File: src/sv/utf8n_pkg.sv
// Shared types and constants of the UTF-8 text normalizer.
// No dependencies.
package utf8n_pkg;

	localparam int MAX_RES     = 5;
	localparam int QUEUE_DEPTH = 2;

	localparam logic [20:0] FW_FIRST   = 21'h00FF01;
	localparam logic [20:0] FW_LAST    = 21'h00FF5E;
	localparam logic [20:0] FW_OFFSET  = 21'h00FEE0;
	localparam logic [20:0] CP_MAX     = 21'h10FFFF;
	localparam logic [20:0] SURR_LO    = 21'h00D800;
	localparam logic [20:0] SURR_HI    = 21'h00DFFF;
	localparam logic [20:0] IDEO_SPACE = 21'h003000;
	localparam logic [20:0] IDEO_COMMA = 21'h003001;
	localparam logic [20:0] IDEO_STOP  = 21'h003002;
	localparam logic [20:0] FW_COMMA   = 21'h00FF0C;
	localparam logic [20:0] FW_SEMI    = 21'h00FF1B;
	localparam logic [20:0] FW_COLON   = 21'h00FF1A;

	localparam logic [7:0] SPACE_BYTE = 8'h20;

	// One queued job: the bytes caused by one input item.
	// n == 0 only for the empty end marker.
	typedef struct packed {
		logic [MAX_RES-1:0][7:0] bytes;
		logic [2:0]              n;
		logic                    text_end;
	} utf8n_job_t;

endpackage

File: src/sv/utf8_text_normalizer_core.sv
// A result is written into a job queue entry and then into the output register before it is on the ports.
// Throughput: one input byte per cycle while each yields at most one result and
// pop keeps pace; an item with k results holds the output sequencer for k
// transfers, and the two-entry job queue absorbs short bursts before full rises.
// Reset: arst_n clears decoder state, queue pointers and the output valid flag.
// Top level of the UTF-8 text normalizer; depends on utf8n_pkg and submodules.
module utf8_text_normalizer_core import utf8n_pkg::*; #(
	parameter int QueueDepth = QUEUE_DEPTH
) (
	input  logic       clk,
	input  logic       arst_n,
	input  logic       push,
	output logic       full,
	input  logic [7:0] in_byte,
	input  logic       end_of_text,
	output logic       empty,
	input  logic       pop,
	output logic [7:0] out_byte,
	output logic       byte_present,
	output logic       text_end,
	output logic       run_last
);

	utf8n_job_t wr_job;
	utf8n_job_t head;
	logic       job_wr;
	logic       q_empty;
	logic       q_rd;

	utf8n_front u_front (
		.clk         (clk),
		.arst_n      (arst_n),
		.push        (push),
		.q_full      (full),
		.in_byte     (in_byte),
		.end_of_text (end_of_text),
		.job_wr      (job_wr),
		.job         (wr_job)
	);

	utf8n_queue #(
		.Depth (QueueDepth)
	) u_queue (
		.clk     (clk),
		.arst_n  (arst_n),
		.wr      (job_wr),
		.wr_job  (wr_job),
		.q_full  (full),
		.rd      (q_rd),
		.rd_job  (head),
		.q_empty (q_empty)
	);

	utf8n_back u_back (
		.clk          (clk),
		.arst_n       (arst_n),
		.head         (head),
		.q_empty      (q_empty),
		.q_rd         (q_rd),
		.pop          (pop),
		.empty        (empty),
		.out_byte     (out_byte),
		.byte_present (byte_present),
		.text_end     (text_end),
		.run_last     (run_last)
	);

endmodule

File: src/sv/utf8n_front.sv
// Front end: UTF-8 decode, validation, fullwidth folding, ASCII lowercasing, separator folding and re-encode.
// Builds at most one job per accepted byte. Depends on utf8n_pkg.
module utf8n_front import utf8n_pkg::*; (
	input  logic       clk,
	input  logic       arst_n,
	input  logic       push,
	input  logic       q_full,
	input  logic [7:0] in_byte,
	input  logic       end_of_text,
	output logic       job_wr,
	output utf8n_job_t job
);

	typedef struct packed {
		logic            is_sep;
		logic [2:0]      n;
		logic [3:0][7:0] bytes;
	} enc_t;

	function automatic logic [2:0] seq_size(input logic [7:0] lead);
		logic [2:0] s;
		s = 3'd0;
		if (lead[7:5] == 3'b110)
			s = 3'd2;
		else if (lead[7:4] == 4'b1110)
			s = 3'd3;
		else if (lead[7:3] == 5'b11110)
			s = 3'd4;
		return s;
	endfunction

	function automatic logic is_sep(input logic [20:0] v);
		logic r;
		if (v < 21'h80)
			r = (v >= 21'h09 && v <= 21'h0D) || v == 21'h20 || v == 21'h2C ||
				v == 21'h2E || v == 21'h21 || v == 21'h3F || v == 21'h3B || v == 21'h3A;
		else
			r = v == IDEO_SPACE || v == IDEO_COMMA || v == IDEO_STOP ||
				v == FW_COMMA || v == FW_SEMI || v == FW_COLON;
		return r;
	endfunction

	function automatic enc_t encode(input logic [20:0] cp);
		enc_t       e;
		logic [20:0] v;
		v = cp;
		e = '0;
		if (v >= FW_FIRST && v <= FW_LAST)
			v = v - FW_OFFSET;
		e.is_sep = is_sep(v);
		if (v >= 21'h41 && v <= 21'h5A)
			v = v + 21'h20;
		if (v <= 21'h7F) begin
			e.n        = 3'd1;
			e.bytes[0] = v[7:0];
		end else if (v <= 21'h7FF) begin
			e.n        = 3'd2;
			e.bytes[0] = {3'b110, v[10:6]};
			e.bytes[1] = {2'b10, v[5:0]};
		end else if (v <= 21'hFFFF) begin
			e.n        = 3'd3;
			e.bytes[0] = {4'b1110, v[15:12]};
			e.bytes[1] = {2'b10, v[11:6]};
			e.bytes[2] = {2'b10, v[5:0]};
		end else begin
			e.n        = 3'd4;
			e.bytes[0] = {5'b11110, v[20:18]};
			e.bytes[1] = {2'b10, v[17:12]};
			e.bytes[2] = {2'b10, v[11:6]};
			e.bytes[3] = {2'b10, v[5:0]};
		end
		return e;
	endfunction

	logic [7:0] lead_q;
	logic [7:0] cont0_q;
	logic [7:0] cont1_q;
	logic [1:0] cnt_q;
	logic       pend_q;
	logic       started_q;

	logic            accept;
	logic [2:0]      size_h;
	logic [20:0]     v;
	logic [20:0]     minimum;
	logic            bad;
	logic [1:0]      nf;
	logic [2:0]      nt;
	logic [3:0][7:0] t;
	logic [2:0][7:0] f;
	logic            code_path;
	logic [20:0]     cp;
	enc_t            enc;
	logic            sep_hit;
	logic            hold_new;
	logic            store_cont;
	logic [1:0]      cnt_next;
	logic [3:0][7:0] body;
	logic [2:0]      body_n;
	logic            add_space;
	logic            pend_next;
	logic            started_next;
	logic [2:0]      ti;

	assign accept = push && !q_full;
	assign size_h = seq_size(lead_q);
	assign f      = {cont1_q, cont0_q, lead_q};

	// Code point of a completed sequence, plus its validity check
	always_comb begin
		unique case (size_h)
			3'd2: begin
				v       = {10'd0, lead_q[4:0], in_byte[5:0]};
				minimum = 21'h80;
			end
			3'd3: begin
				v       = {5'd0, lead_q[3:0], cont0_q[5:0], in_byte[5:0]};
				minimum = 21'h800;
			end
			default: begin
				v       = {lead_q[2:0], cont0_q[5:0], cont1_q[5:0], in_byte[5:0]};
				minimum = 21'h10000;
			end
		endcase
		bad = v < minimum || v > CP_MAX || (v >= SURR_LO && v <= SURR_HI);
	end

	always_comb begin
		nf         = 2'd0;
		nt         = 3'd0;
		t          = '0;
		code_path  = 1'b0;
		cp         = {13'd0, in_byte};
		hold_new   = 1'b0;
		store_cont = 1'b0;
		cnt_next   = cnt_q;
		if (cnt_q != 2'd0 && in_byte[7:6] == 2'b10) begin
			if ({1'b0, cnt_q} + 3'd1 >= size_h) begin
				cnt_next = 2'd0;
				if (bad) begin
					nf   = cnt_q;
					nt   = 3'd1;
					t[0] = in_byte;
				end else begin
					code_path = 1'b1;
					cp        = v;
				end
			end else if (end_of_text) begin
				// truncated at end: flush lead, held continuations and this byte
				nf   = cnt_q;
				nt   = 3'd1;
				t[0] = in_byte;
			end else begin
				store_cont = 1'b1;
				cnt_next   = cnt_q + 2'd1;
			end
		end else begin
			nf       = cnt_q;
			cnt_next = 2'd0;
			if (!in_byte[7]) begin
				code_path = 1'b1;
			end else if (seq_size(in_byte) != 3'd0 && !end_of_text) begin
				hold_new = 1'b1;
				cnt_next = 2'd1;
			end else begin
				nt   = 3'd1;
				t[0] = in_byte;
			end
		end
		enc     = encode(cp);
		sep_hit = code_path && enc.is_sep;
		if (code_path && !enc.is_sep) begin
			nt = enc.n;
			t  = enc.bytes;
		end
	end

	// Flushed held bytes first, then the tail
	always_comb begin
		body = '0;
		for (int i = 0; i < 4; i++) begin
			ti = 3'(i) - {1'b0, nf};
			if (3'(i) < {1'b0, nf})
				body[i] = f[i[1:0]];
			else if (ti < nt)
				body[i] = t[ti[1:0]];
		end
		body_n       = {1'b0, nf} + nt;
		add_space    = body_n != 3'd0 && pend_q && started_q;
		started_next = started_q || body_n != 3'd0;
		if (sep_hit)
			pend_next = started_q || nf != 2'd0;
		else if (body_n != 3'd0)
			pend_next = 1'b0;
		else
			pend_next = pend_q;
	end

	always_comb begin
		job          = '0;
		job.text_end = end_of_text;
		job.n        = body_n + {2'd0, add_space};
		if (add_space) begin
			job.bytes[0] = SPACE_BYTE;
			for (int i = 0; i < 4; i++)
				job.bytes[i+1] = body[i];
		end else begin
			for (int i = 0; i < 4; i++)
				job.bytes[i] = body[i];
		end
		job_wr = accept && (job.n != 3'd0 || end_of_text);
	end

	always_ff @(posedge clk or negedge arst_n) begin
		if (!arst_n) begin
			lead_q    <= '0;
			cnt_q     <= '0;
			pend_q    <= 1'b0;
			started_q <= 1'b0;
		end else if (accept) begin
			if (end_of_text) begin
				lead_q    <= '0;
				cnt_q     <= '0;
				pend_q    <= 1'b0;
				started_q <= 1'b0;
			end else begin
				cnt_q     <= cnt_next;
				pend_q    <= pend_next;
				started_q <= started_next;
				if (hold_new)
					lead_q <= in_byte;
			end
		end
	end

	always_ff @(posedge clk) begin
		if (accept && store_cont) begin
			if (cnt_q == 2'd1)
				cont0_q <= in_byte;
			else
				cont1_q <= in_byte;
		end
	end

endmodule

File: src/sv/utf8n_queue.sv
// Short job queue between the front end and the byte sequencer.
// Depends on utf8n_pkg.
module utf8n_queue import utf8n_pkg::*; #(
	parameter int Depth = QUEUE_DEPTH
) (
	input  logic       clk,
	input  logic       arst_n,
	input  logic       wr,
	input  utf8n_job_t wr_job,
	output logic       q_full,
	input  logic       rd,
	output utf8n_job_t rd_job,
	output logic       q_empty
);

	localparam int PtrW = (Depth > 1) ? $clog2(Depth) : 1;
	localparam int CntW = $clog2(Depth + 1);

	utf8n_job_t            entries_q [Depth];
	logic [PtrW-1:0]       wr_ptr_q;
	logic [PtrW-1:0]       rd_ptr_q;
	logic [CntW-1:0]       count_q;
	logic                  do_wr;
	logic                  do_rd;

	assign q_full  = count_q == CntW'(Depth);
	assign q_empty = count_q == '0;
	assign do_wr   = wr && !q_full;
	assign do_rd   = rd && !q_empty;
	assign rd_job  = entries_q[rd_ptr_q];

	always_ff @(posedge clk or negedge arst_n) begin
		if (!arst_n) begin
			wr_ptr_q <= '0;
			rd_ptr_q <= '0;
			count_q  <= '0;
		end else begin
			if (do_wr)
				wr_ptr_q <= (wr_ptr_q == PtrW'(Depth - 1)) ? '0 : wr_ptr_q + 1'b1;
			if (do_rd)
				rd_ptr_q <= (rd_ptr_q == PtrW'(Depth - 1)) ? '0 : rd_ptr_q + 1'b1;
			if (do_wr && !do_rd)
				count_q <= count_q + 1'b1;
			else if (do_rd && !do_wr)
				count_q <= count_q - 1'b1;
		end
	end

	always_ff @(posedge clk) begin
		if (do_wr)
			entries_q[wr_ptr_q] <= wr_job;
	end

endmodule

File: src/sv/utf8n_back.sv
// Back end: walks each queued job one byte per cycle into the output register
// while that register is free or being popped. Depends on utf8n_pkg.
module utf8n_back import utf8n_pkg::*; (
	input  logic       clk,
	input  logic       arst_n,
	input  utf8n_job_t head,
	input  logic       q_empty,
	output logic       q_rd,
	input  logic       pop,
	output logic       empty,
	output logic [7:0] out_byte,
	output logic       byte_present,
	output logic       text_end,
	output logic       run_last
);

	logic       valid_q;
	logic [7:0] byte_q;
	logic       present_q;
	logic       end_q;
	logic       last_q;
	logic [2:0] idx_q;

	logic take;
	logic is_last;

	assign take    = !q_empty && (!valid_q || pop);
	assign is_last = head.n == 3'd0 || idx_q == 3'(head.n - 3'd1);
	assign q_rd    = take && is_last;

	assign empty        = !valid_q;
	assign out_byte     = byte_q;
	assign byte_present = present_q;
	assign text_end     = end_q;
	assign run_last     = last_q;

	always_ff @(posedge clk or negedge arst_n) begin
		if (!arst_n) begin
			valid_q <= 1'b0;
			idx_q   <= '0;
		end else if (take) begin
			valid_q <= 1'b1;
			idx_q   <= is_last ? 3'd0 : idx_q + 3'd1;
		end else if (pop) begin
			valid_q <= 1'b0;
		end
	end

	always_ff @(posedge clk) begin
		if (take) begin
			last_q <= is_last;
			end_q  <= is_last && head.text_end;
			if (head.n == 3'd0) begin
				// empty end marker
				byte_q    <= '0;
				present_q <= 1'b0;
			end else begin
				byte_q    <= head.bytes[idx_q];
				present_q <= 1'b1;
			end
		end
	end

endmodule

File: config.mk
export PLATFORM = sky130hd
export DESIGN_NAME = utf8_text_normalizer_core
export DESIGN_NICKNAME = d
export VERILOG_FILES = /design/src/sv/utf8n_pkg.sv /design/src/sv/utf8_text_normalizer_core.sv /design/src/sv/utf8n_front.sv /design/src/sv/utf8n_queue.sv /design/src/sv/utf8n_back.sv
export SDC_FILE = /design/constraint.sdc
export NUM_CORES = 1
export LEC_CHECK = 0
export BUFFER_PORTS_ARGS = -buffer_cell sky130_fd_sc_hd__buf_2
export CORE_MARGIN = 5
export CORE_UTILIZATION = 50
export CTS_CLUSTER_DIAMETER = 60
export DETAILED_ROUTE_END_ITERATION = 10
export PLACE_DENSITY = 0.71
export SETUP_SLACK_MARGIN = 0.3
export SLEW_MARGIN = 10
export SYNTH_ARGS = -nofsm -noshare
export SYNTH_HDL_FRONTEND = slang
export SYNTH_HIERARCHICAL = 1
export SYNTH_SLANG_ARGS = --single-unit
File: constraint.sdc
create_clock -name clk -period 11.1 [get_ports clk]
set_input_delay 1.11 -clock clk [delete_from_list [all_inputs] [get_ports clk]]
set_output_delay 1.11 -clock clk [all_outputs]
set_load 0.02 [all_outputs]
==> results.md, run 1 <==
- Setup total negative slack on the finished layout was measured at 0 ps.
- The proportion of synthesized chip area in sequential cells is 44.40%.
- The effective utilization at floorplan is about half.
- The count of pins over their slew limit came to 0.
- Each instance of the synthesized netlist takes up on average approximately 11 um2.
- The required arrival time at the worst endpoint is ~11000 ps.
- In this run the number of H-tree levels came out at 4.
- The slew at the pin with the worst max-slew slack is ~1200 ps.
- The area of the core is about 0.017 mm2.
- Summed over all layers, the routed wires come to between 20 and 25 mm.
- The I/O pin count is 26.
- Sorting the synthesized cells by area gives the leading types as sky130_fd_sc_hd__edfxtp_1 (39%), sky130_fd_sc_hd__mux2_4 (6.6%), sky130_fd_sc_hd__dfrtp_1 (5.6%).
- The final routed wire length divided by cell count is 21.70 um.
- Global routing consumed, over all layers together, 23.30% of the routing resources.
- The CTS tree is yes.
- The clock-pin slew reported for the worst setup and hold paths after clock tree synthesis is roughly 60 ps.
- The class of the tightest hold or removal check is flip-flop to flip-flop.
- The maximum number of pins on one net before global-route repair is 46.
- The area fraction of the dominant cell type after synthesis is about two fifths.
- Summed over all cells, the static leakage comes to about 3.7 nW.
- The peak fanout along the critical path is 44.
- The placed wire-length estimate after detailed placement is roughly 17 mm.
- The number of filler cells placed in the layout is around 1500.
- The maximum resistive drop on vdd is 158.7 uV.
- The layout overhead on the synthesized area is 8.655%.
- The final period utilization is 90.40%.
- Of all cell types, the one taking the most synthesized area is sky130_fd_sc_hd__edfxtp_1.
- The number of register bits inferred by synthesis is about 140.
- The wire length of the first global-routing pass is about 37 mm.
- The async set or reset register ratio after synthesis is 14.81%.
- After technology mapping, the gate count stands at approximately 830.
- The detail route stage leaves a number of antenna-violating nets equal to 0.
- 0 antenna diodes ended up in the layout.
- The number of design rule violations left after detail routing is 0.
- Setup violations remaining at the end of the flow were counted as 0.
- The setup path with the least slack is of type flip-flop to flip-flop.
- The y dimension of the die is roughly 140 um.
- Setup repair after global routing left no endpoint under its margin.
- The final worst clock skew is 8.215 ps.
- The final weighted congestion in routability-driven placement is just under 1.
- The type of element launching the critical path is a flip-flop.
- For this run, the slowest stage of the critical path takes between 600 and 700 ps.
- The count of buffers inserted at the top-level ports is 25.
- The number of antenna violations at the first check in global routing is 0.
- The die is around 140 um wide.
- The largest individual stage delay along the critical path comes from the cell sky130_fd_sc_hd__dfrtp_1.
- Counting the buffers created by CTS gives 17.
- The final global-route overflow total is 0.
- The detailed-route vias per instance is 6.292.
- The row count is between 40 and 50.
- During synthesis, Yosys emitted a total of 6 warnings.
- In this run, the number of DRC markers left after iteration 0 of detailed routing was about 700.
- The fraction of final layout cells sized beyond drive strength 1 is 18.41%.
- Max-cap violations in this run came to 0.
- The predominant post-synthesis flop cell is sky130_fd_sc_hd__edfxtp_1.
- The type of destination of the critical path is a flip-flop.
- The data arrival time of the worst path is 10100 ps.
- The most instantiated library cell after synthesis is sky130_fd_sc_hd__edfxtp_1.
- The netlist area before placement is between 0.008 and 0.009 mm2.
- The area of the die is 0.02058 mm2.
- The maximum clock path buffer count is 2.
- The net count after synthesis is slightly below 900.
- In this run, synthesis inferred 115 flip-flops with an integrated enable.
- The final-report hold violation count was 0.
- The distinct cell type count after synthesis is between 90 and 100.
- For this design, the CTS-stage hold fixing added 0 buffers.
- The flow ran to the end, and the final reports show no timing, DRC or antenna violations.
- The number of detailed-route iterations in the first pass is 6.
- The root buffer cell chosen for the clock tree is sky130_fd_sc_hd__clkbuf_16.
- Setup slack on the worst reg-to-reg path comes out at 1070 ps.
- At the later pin of the worst-skew pair, clock insertion delay measures around 420 ps.
- The relative slew slack is about 17%.
- For this block, the via count after detailed routing is 6783.
- The via count of the first global-routing pass is between 6000 and 7000.
- For this design, the sink count on the clock tree is 135.
- The total power density per cell area is 220.5 mW/mm2.
- Ranked by instance count, the synthesized netlist is headed by sky130_fd_sc_hd__edfxtp_1 (115), sky130_fd_sc_hd__nand2_1 (78), sky130_fd_sc_hd__nor2_1 (61).
- Power comes to between 0.002 and 0.0025 W.
- At the end of the flow, the number of nets in the layout was roughly 900.
- The most frequent cell on the critical path is sky130_fd_sc_hd__ha_1.
- The top achievable clock speed is around 100 MHz.
- The minimum period implied by the final worst setup slack is about 10000 ps.
## registers in the layout, summed over array words and instances (netlist names)
name / cells
u_front/pend_q: 1
u_front/cont1_q: 8
u_queue/entries_q: 88
u_back/valid_q: 1
u_queue/count_q: 2
u_back/byte_present: 1
u_queue/wr_ptr_q: 1
u_front/started_q: 1
u_front/cnt_q: 2
u_back/text_end: 1
u_back/idx_q: 3
u_back/out_byte: 8
u_queue/rd_ptr_q: 1
u_front/lead_q: 8
u_back/run_last: 1
u_front/cont0_q: 8
## path summary, 6_finish.rpt
check                              startpoint                       end  depth (start not counted)
max                         u_front/lead_q[5]  u_queue/entries_q[0][38]                         40
min                        u_queue/count_q[1]        u_queue/count_q[1]                          1
max reg2reg                 u_front/lead_q[5]  u_queue/entries_q[0][38]                         40
min reg2reg                u_queue/count_q[1]        u_queue/count_q[1]                          1
max in group asynchronous              arst_n          u_queue/rd_ptr_q                          1
min in group asynchronous              arst_n           u_back/idx_q[1]                          1
## where the power goes
group,internal [W],switching [W]
combinational,0.000345,0.000469
sequential,0.000717,0.0000722
clock,0.000295,0.000235
## logic make-up (layout without fill, tap and decap cells)
family                   count (synthesis)  in the layout  share of synthesized area (%)
AND/OR/NAND/NOR                        269            269                          15.36
AO/OA/AOI/OAI                          224            224                          18.49
flip-flops                             135            135                          44.40
buffers and inverters                   85            105                          4.988
multiplexers                            73             73                          10.66
adder cells (fa/ha/maj)                 33             33                          4.721
XOR/XNOR                                14             14                          1.377
## routing by layer
| layer | share of wire (%) | wire length [um] | global-route usage, % |
|---|---|---|---|
| met5 | 0 | 0 | 0 |
| met4 | 4.2 | 987 | 10.51 |
| met3 | 6.1 | 1434 | 4.526 |
| met2 | 47 | 10920 | 37.19 |
| met1 | 43 | 10050 | 30.92 |
## through the flow
stage	hold slack, ps	cell area (um2)	worst slack, ps	utilization [%]	instances
6_report	521.3	9676	1065	55.75	1078
2_1_floorplan	460.8	8905	1162	-	833
3_3_place_gp	501.7	9102	1321	52.44	1045
4_1_cts	530.5	9659	928.4	55.65	1077
3_5_place_dp	517.5	9102	952.3	52.44	1045
5_1_grt	573.8	9676	305.8	55.75	1078
## critical path: cells and delay by family (launching register included)
family                     cells  cell delay [ps]
and+or+nand+nor               17             3140
AOI/OAI and AO/OA              9             2230
adders and majority gates      7             1910
buffers and inverters          5             1280
DFF                            1              640
xor gates and xnor gates       2              450
## repair_timing
action | CTS | global route
setup endpoints to repair | 0 | 89
resized for setup | 0 | 3
buffers inserted | 0 | 0
## cell usage in the layout (no fill, tap or decap), types with 5 or more instances in the layout
master                      count
sky130_fd_sc_hd__a2bb2oi_1      7
sky130_fd_sc_hd__o31ai_1        6
sky130_fd_sc_hd__nor3_1        11
sky130_fd_sc_hd__and2_1        11
sky130_fd_sc_hd__dfrtp_1       19
sky130_fd_sc_hd__xnor2_1       10
sky130_fd_sc_hd__nor4_1        10
sky130_fd_sc_hd__nor2_1        60
sky130_fd_sc_hd__clkbuf_16     17
sky130_fd_sc_hd__inv_6          7
sky130_fd_sc_hd__a21boi_0       5
sky130_fd_sc_hd__and3_1         9
sky130_fd_sc_hd__nor2b_1       13
sky130_fd_sc_hd__o22ai_1       13
sky130_fd_sc_hd__o211ai_1       7
sky130_fd_sc_hd__mux2_4        39
sky130_fd_sc_hd__nand2b_1       6
sky130_fd_sc_hd__nand2_1       78
sky130_fd_sc_hd__mux2_2         9
sky130_fd_sc_hd__mux2i_1       24
sky130_fd_sc_hd__a21oi_1       47
sky130_fd_sc_hd__a221oi_1       6
sky130_fd_sc_hd__a21o_1         8
sky130_fd_sc_hd__buf_4         11
sky130_fd_sc_hd__ha_1          32
sky130_fd_sc_hd__o21ai_0       41
sky130_fd_sc_hd__a31oi_1        5
sky130_fd_sc_hd__edfxtp_1     115
sky130_fd_sc_hd__inv_1         30
sky130_fd_sc_hd__nand3_1       27
sky130_fd_sc_hd__a22oi_1       15
sky130_fd_sc_hd__buf_2         25
## layout make-up
class	instances	area [um2]	share of cell area (%)
Sequential cell	135	3955	40.88
Timing Repair inverter	1	5.005	0.05173
Multi-Input combinational cell	613	4516	46.67
Clock buffer	17	425.4	4.397
Tap cell	225	281.5	2.910
Timing Repair Buffer	38	230.2	2.379
Inverter	34	131.4	1.358
Clock inverter	15	131.4	1.358
No activity file was read; power rests on OpenSTA's default activity.
==> run 2: changes to the inputs <==
- ABC_AREA: unset -> 1
==> run 2 against run 1 <==
Net effect: flip-flop and latch count stayed put; total power is 3.1% lower; utilization is 0.12 points lower; clock power is 4% lower; synthesized cell count is 38% higher; sequential share of layout area is 0.066 points lower; maximum frequency is 6.8% higher; highest routed layer unchanged.
==> results.md, run 2 <==
- In this run the post-CTS setup repair buffer count came out at 0.
- After layout, the worst setup slack is between 1500 and 2000 ps.
- Summing the areas of all compound-gate instances in the mapped netlist gives between 8 and 9% of the synthesized area.
- The final worst clock skew is approximately 6.6 ps.
- The slowest cell on the critical path is sky130_fd_sc_hd__clkinv_1.
- The wire length of the first global-routing pass is roughly 40 mm.
- The type of element launching the critical path is a flip-flop.
- The repair_antennas step left the layout with diodes totalling 0.
- The later pin in the worst-skew pair is clocked with a latency of a little over 400 ps.
- The most frequent cell on the critical path is sky130_fd_sc_hd__nand2_1.
- Summing the areas of all fa, ha and maj instances in the mapped netlist gives between 4 and 5% of the synthesized area.
- The fraction of final layout cells sized beyond drive strength 1 is between 10% and 20%.
- The number of register bits inferred by synthesis is about 140.
- The flip-flop count of the largest register after layout is a little under 90.
- Setup violations remaining at the end of the flow were counted as 0.
- The share of total power consumed by net switching is between 30% and 40%.
- The CTS tree is yes.
- After Yosys synthesis, and, or, nand and nor cells account for about a third of the synthesized area.
- Ranked by instance count, the synthesized netlist is headed by sky130_fd_sc_hd__nand2_1 (397), sky130_fd_sc_hd__edfxtp_1 (115), sky130_fd_sc_hd__inv_1 (110).
- The minimum period implied by the final worst setup slack is 9393 ps.
- The number of antenna-violating nets in the routed design is 0.
- The count of pins over their slew limit is 0.
- At the pin with the least slew margin, the transition time is about 910 ps.
- The count of H-tree levels built during CTS is 4.
- The maximum resistive drop on vdd is approximately 160 uV.
- For this design the top-level I/O count stands at 26.
- The maximum number of pins on one net before global-route repair is 47.
- The area of the core is roughly 0.017 mm2.
- The number of maximum-capacitance constraint violations is 0.
- The data arrival time of the worst path is 9440 ps.
- The area of the die is approximately 0.021 mm2.
- The cell count after placement is 1369.
- Clock tree synthesis selected as its root buffer the cell sky130_fd_sc_hd__clkbuf_16.
- The maximum clock path buffer count is 2.
- The share of synthesized area spent on multiplexers is 0%.
- The flow ran to the end, and the final reports show no timing, DRC or antenna violations.
- The async set or reset register ratio after synthesis is 14.81%.
- Summed over all nets, the switching power comes to between 0.0008 and 0.0009 W.
- The effective utilization at floorplan is about half.
- The worst path buffer plus inverter count is 12.
- Synthesis produced a netlist whose cell count is 1148.
- Cell internal power was estimated by the tool at 0.001246 W.
- The type of destination of the critical path is a flip-flop.
- The clock group share of total power is 24.8%.
- The most instantiated library cell after synthesis is sky130_fd_sc_hd__nand2_1.
- The main combinational cell family by area after synthesis is simple AND/OR/NAND/NOR gates.
- After synthesis, the cell types taking the most area are sky130_fd_sc_hd__edfxtp_1 (39%), sky130_fd_sc_hd__nand2_1 (17%), sky130_fd_sc_hd__dfrtp_1 (5.6%).
- The detailed-route vias per instance is ~5.6.
- The number of design-rule violations left by the first detailed-router iteration is 741.
- Each instance of the synthesized netlist takes up on average slightly below 8 um2.
- Per report_power, the combinational group accounts for 38.1% of the total.
- The clock-pin slew reported for the worst setup and hold paths after clock tree synthesis is 60 ps.
- In this run, CTS created clock tree buffers numbering 17.
- The synthesized design spends more area on one cell type than any other, namely sky130_fd_sc_hd__edfxtp_1.
- Leaving out fill and tap cells, the most frequent cells in the layout are sky130_fd_sc_hd__nand2_1 (397), sky130_fd_sc_hd__edfxtp_1 (115), sky130_fd_sc_hd__inv_1 (109).
- The final weighted congestion in routability-driven placement is between 0.9 and 1.
- The sum of negative setup slack is 0 ps.
- The total number of yosys warnings is 6.
- The post-cts gate resize count is 0.
- The relative slew slack is 38.75%.
- The HPWL after detailed placement is about 18 mm.
- The number of detailed-route iterations in the first pass is 7.
- The routed design has 24.46 mm of wire.
- The count of flip-flops with a built-in enable after synthesis is 115.
- The top cell family by delay on the critical path is simple AND/OR/NAND/NOR gates.
- In this run, post-CTS hold repair placed 0 buffers.
- In the routed design, unresolved DRC markers number 0.
- From synthesis to final layout, the design area changed by 8.689%.
- The predominant post-synthesis flop cell is sky130_fd_sc_hd__edfxtp_1.
- The cell area that synthesis handed to floorplanning was around 0.009 mm2.
- Global routing used about a quarter of the available tracks.
- The count of vias placed by the detailed router is ~7800.
- Timing would allow up to approximately 110 MHz.
- The clock net sink count is ~140.
- The leakage power is about 4.4 nW.
- Leaving out fill and tap cells, the most frequent cell in the layout is sky130_fd_sc_hd__nand2_1.
- The via count of the first global-routing pass was about 7300.
- For the worst setup path, the data required time is approximately 11000 ps.
- The number of antenna violations at the first check in global routing came to 0.
- The total power density per cell area is about 210 mW/mm2.
- When the netlist entered floorplanning its net count stood at between 1000 and 1500.
- The worst setup slack before clock tree synthesis is 1519 ps.
- The die is about 140 um wide.
- The min-delay analysis places its worst path in the category flip-flop to flip-flop.
- The final layout contains about 1200 nets.
- Of the available clock period, the critical path in the final layout requires about 85%.
- Dividing the detail-routed wire length by the instance count gives between 15 and 20 um.
- The final-report hold violation count is 0.
- The peak fanout along the critical path is 44.
- u_queue/entries_q holds more flip-flops than any other register.
- The floorplan has 48 rows.
- The proportion of synthesized chip area in sequential cells is between 40% and 50%.
- The y dimension of the die is roughly 140 um.
- The area fraction of the dominant cell type after synthesis is between 30% and 40%.
- The maximum single-stage delay on the critical path is 700 ps.
- Summing the areas of all xor and xnor instances in the mapped netlist gives 0.4913% of the synthesized area.
- Sequential cells burn between 30 and 40% of the power.
- The critical path start-end classification is flip-flop to flip-flop.
- Setup repair after global routing left no endpoint under its margin.
- The distinct cell type count after synthesis is 50.
- For this run the aggregate overflow at the end of global routing stands at 0.
- The final cell count without fillers is roughly 1400.
- In this run the tool buffered the top-level ports with 25 buffer cells.
run 2: cell count changes in the layout (fill, tap and decap cells not counted), sizes merged, moves of 9 or more:
cell,before,now
and3,10,0
nor2,63,121
mux2i,24,0
nor4,10,1
inv,42,128
mux2,48,0
a21oi,48,31
and2,14,1
nand2,80,412
nand3,27,96
nand4,5,25
o21ai,44,58
nor2b,13,0
run 2: area by class of cell:
| class | instances | area, um2 |
|---|---|---|
| fill | 1645 | 7729 |
| tap | 225 | 281.5 |
| clock buffer | 19 | 432.9 |
| multi-input combinational | 845 | 4229 |
| inverter | 132 | 505.5 |
| sequential | 135 | 3954 |
| timing repair buffer | 32 | 177.7 |
| clock inverter | 13 | 107.6 |
run 2: cell families after synthesis:
kind of cell | Yosys count
AOI/OAI and AO/OA | 131
xor gates and xnor gates | 5
adders and majority gates | 33
buffers and inverters | 168
DFF | 135
and+or+nand+nor | 676
run 2: metrics by stage:
| step | cell area, um2 | hold WS, ps | util, % | power, W |
|---|---|---|---|---|
| 4_1_cts | 9688 | 491.9 | 55.63 | 0.002079 |
| 6_report | 9688 | 483.7 | 55.63 | 0.002068 |
| 3_5_place_dp | 9148 | 477.9 | 52.52 | 0.001563 |
| 2_1_floorplan | 8914 | 449.0 | - | 0.001369 |
| 3_3_place_gp | 9148 | 479.5 | 52.52 | 0.001549 |
| 5_1_grt | 9688 | 516.9 | 55.63 | 0.002214 |
run 2: worst paths after layout:
kind                                   start                  endpoint  slack (ps)  cells after the start
setup / recovery           u_front/lead_q[5]  u_queue/entries_q[0][31]        1710                     52
min in group asynchronous             arst_n           u_back/idx_q[1]         650                      1
max in group asynchronous             arst_n         u_front/lead_q[2]       10120                      1
setup reg to reg           u_front/lead_q[5]  u_queue/entries_q[0][31]        1710                     52
hold reg to reg             u_queue/wr_ptr_q          u_queue/wr_ptr_q         480                      2
hold / removal              u_queue/wr_ptr_q          u_queue/wr_ptr_q         480                      2
run 2: power groups by stage:
stage,logic (W),clock network [W],registers (W)
finish,0.000788,0.000512,0.000768
global placement,0.000772,0,0.000777
floorplan,0.000579,0,0.000790
global route,0.000892,0.000542,0.000780
CTS,0.000788,0.000521,0.000770
detailed placement,0.000784,0,0.000779
run 2: metal layers:
| layer | part of all wire [%] | wire (um) | global-route usage, % | vias up |
|---|---|---|---|---|
| li1 | - | - | - | 3826 |
| met1 | 43 | 10420 | 32.35 | 3625 |
| met2 | 47 | 11550 | 38.99 | 326 |
| met3 | 6.1 | 1496 | 3.361 | 68 |
| met4 | 4.0 | 989 | 11.89 | 0 |
| met5 | 0 | 0 | 0 | - |
run 2: tightest hold or removal path: cells and delay by family, from the launching register on:
kind | cells | cell delay (ps)
and+or+nand+nor | 2 | 110
DFF | 1 | 340
==> run 3: changes to the inputs <==
- ABC_AREA: 1 -> 0
- clock period: 11.1 -> 9.8 ns (I/O delays scaled with it)
==> run 3 against run 2 <==
Net effect: largest cell class unchanged; clock power rose by 20%; sequential share of layout area fell by 0.096 points; via count fell by 13%.
==> results.md, run 3 (same netlist as run 1, synthesis figures left out) <==
- Entering global routing, the biggest net connects 46 pins.
- The path class of the tightest hold or removal check is input pin to asynchronous set/reset pin.
- Among all stages on the critical path, the largest delay is contributed by sky130_fd_sc_hd__dfrtp_2.
- The final net count is 885.
- The cell-internal power is between 0.0015 and 0.002 W.
- The number of antenna violations at the first check in global routing is 0.
- Wire segments on met2 add up to approximately 11 mm in the final route.
- The total detailed-routing wirelength is 23.04 mm.
- TritonCTS built the clock tree.
- The finished cells cover between 0.009 and 0.01 mm2.
- In this run the deepest clock path goes through 2 buffers.
- In the final timing run, aggregate negative setup slack is 0 ps.
- For the worst setup path, the data arrival time is just over 9000 ps.
- The critical path starts at u_front/lead_q[4].
- The number of design-rule violations left by the first detailed-router iteration is roughly 730.
- The launching point of the worst reg2reg path is u_front/lead_q[4].
- Net switching is 35.56% of the power.
- The minimum period implied by the final worst setup slack is just under 9000 ps.
- The worst setup path is captured at a flip-flop.
- The count of vias placed by the detailed router is 6826.
- Clock tree synthesis found a total of 135 sinks.
- Among the stages of the critical path, the cell type that occurs most often is sky130_fd_sc_hd__ha_1.
- The register share of total power is roughly 37%.
- The top cell types in the final layout, fill and taps aside, are sky130_fd_sc_hd__edfxtp_1 (115), sky130_fd_sc_hd__nand2_1 (77), sky130_fd_sc_hd__nor2_1 (60).
- Data on the critical path is required at its endpoint by slightly above 10000 ps.
- The final-report hold violation count came to 0.
- The worst setup path is launched from a flip-flop.
- The placed instances occupy a cell area of 0.009115 mm2.
- The run finished with clean final reports.
- The via count of the first global-routing pass is between 6000 and 7000.
- The register with the most flip-flops in the layout has between 80 and 90 of them.
- The detailed router put a total of approximately 10 mm of wire on met1.
- The count of inserted antenna diode cells is 0.
- Across the VDD grid, the largest voltage drop is 201.6 uV.
- The layout overhead on the synthesized area is 9.189%.
- The area of the die is 0.02058 mm2.
- The peak fanout along the critical path is 18.
- The total power density per cell area is between 200 and 250 mW/mm2.
- In this run the vertical extent of the chip is ~140 um.
- During placement, the flow inserted port buffers numbering 25.
- The row count is 48.
- Setup violations remaining at the end of the flow were counted as 0.
- The top achievable clock speed is 113.2 MHz.
- The share of total power dissipated in the clock network is 25.2%.
- After detailed routing, the number of vias per cell comes to 6.344.
- The total area inside the core boundary comes to between 0.015 and 0.02 mm2.
- In this run the clock root is driven by a sky130_fd_sc_hd__clkbuf_16.
- The total clock buffers created by CTS is 17.
- The leakage power is roughly 3.8 nW.
- In the final layout, the share of cells above drive strength 1 is between 10% and 20%.
- Setup repair after global routing left no endpoint under its margin.
- In this run the tightest slew margin relative to its limit is 31.89%.
- The number of buffers added for setup after CTS is 0.
- The number of filler cells placed in the layout is between 1000 and 1500.
- The die is between 100 and 150 um wide.
- Clock skew on the completed layout was measured at ~11 ps.
- The final period utilization is around nine tenths.
- Detailed placement finished with a half-perimeter wire length of between 15 and 20 mm.
- Max-cap violations in this run came to 0.
- The detailed router used layers up to and including met4.
- The clock insertion delay at the later pin of the skew report is roughly 420 ps.
- Global routing used 22.76% of the available tracks across all layers.
- The final weighted congestion in routability-driven placement is slightly below 1.
- The final global-route overflow total is 0.
- The register with the most flip-flops is u_queue/entries_q.
- The slew at the pin with the worst max-slew slack is 1018 ps.
- The effective utilization at floorplan is between 50% and 60%.
- Of the total power, combinational logic draws a little under two fifths.
- The count of pins over their slew limit is 0.
- The worst setup path is of the flip-flop to flip-flop kind.
- For this run, design rule violations remaining after detail routing come to 0.
- The wire length of the first global-routing pass is 36.20 mm.
- The count of H-tree levels built during CTS is 4.
- The number of antenna-violating nets in the routed design is 0.
- The clock-pin slew reported for the worst setup and hold paths after clock tree synthesis is approximately 70 ps.
- On the worst path, the slowest cell contributes a delay of ~500 ps.
- The I/O pin count is 26.
- The final routed wire length divided by cell count is 21.41 um.
- The length of routed met3 wiring is around 1.5 mm.
- The most frequent standard cell in the layout excluding fill and tap cells is sky130_fd_sc_hd__edfxtp_1.
- The power spent charging and discharging nets is around 0.00086 W.
- The first detailed-routing pass took 5 iterations.
## run 3: cell types whose count changed in the layout (fill, tap and decap cells not counted), moves of 21 or more
cell | before | now
sky130_fd_sc_hd__nor2_1 | 101 | 60
sky130_fd_sc_hd__nand4_1 | 24 | 3
sky130_fd_sc_hd__nand2_1 | 397 | 77
sky130_fd_sc_hd__o21ai_1 | 32 | 3
sky130_fd_sc_hd__inv_1 | 109 | 31
sky130_fd_sc_hd__nand3_1 | 89 | 27
sky130_fd_sc_hd__mux2i_1 | 0 | 24
sky130_fd_sc_hd__mux2_4 | 0 | 39
## run 3: critical path: cells and delay by family (launching register included)
family	cells	cell delay [ps]
buffers and inverters	4	370
xor gates and xnor gates	3	500
adders and majority gates	8	2120
AOI/OAI and AO/OA	9	2040
and+or+nand+nor	17	3230
DFF	1	510
## run 3: repair_timing
action / in CTS / in global routing
endpoints found under the hold margin: 0 / 0
hold buffers: 0 / 0
gates resized for setup: 0 / 12
setup endpoints to repair: 0 / 90
## run 3: cell type report
type	instances	area [um2]	area share [%]
clock buffer	17	425.4	4.375
sequential	135	3959	40.72
clock inverter	14	143.9	1.480
inverter	34	127.6	1.313
multi-input combinational	613	4543	46.73
tap	225	281.5	2.895
timing repair buffer	38	242.7	2.496
## run 3: final timing paths
kind / end / slack [ps] / cells after the start
min in group clk: u_queue/count_q[1] / 530 / 1
max in group asynchronous: u_front/lead_q[7] / 8890 / 1
max: u_queue/count_q[1] / 970 / 41
max reg2reg: u_queue/count_q[1] / 970 / 41
min: u_back/idx_q[1] / 530 / 1
min reg2reg: u_queue/count_q[1] / 530 / 1
## run 3: per-stage QoR
step	instances	total power, W	setup WS (ps)	utilization [%]	hold WS [ps]
floorplan	833	0.001623	591.5	-	478.8
global placement	1045	0.001792	920.9	52.52	512.0
detailed placement	1045	0.001807	647.9	52.52	526.3
CTS	1076	0.002420	615.0	55.80	530.6
global route	1076	0.002550	326.3	56.02	549.4
finish	1076	0.002422	966.5	56.02	529.4
## run 3: power groups by stage
| stage | combinational (W) | clock (W) | sequential, W |
|---|---|---|---|
| after detailed placement | 0.000908 | 0 | 0.000899 |
| final | 0.000923 | 0.000612 | 0.000888 |
| after floorplan | 0.000725 | 0 | 0.000898 |
| after global routing | 0.00100 | 0.000645 | 0.000903 |
| after CTS | 0.000914 | 0.000617 | 0.000889 |
| after global placement | 0.000899 | 0 | 0.000892 |
## run 3: layer usage
layer	track usage (%)	vias to the layer above
li1	-	3178
met1	31.21	3276
met2	36.08	309
met3	4.027	63
met4	9.019	0
met5	0	-
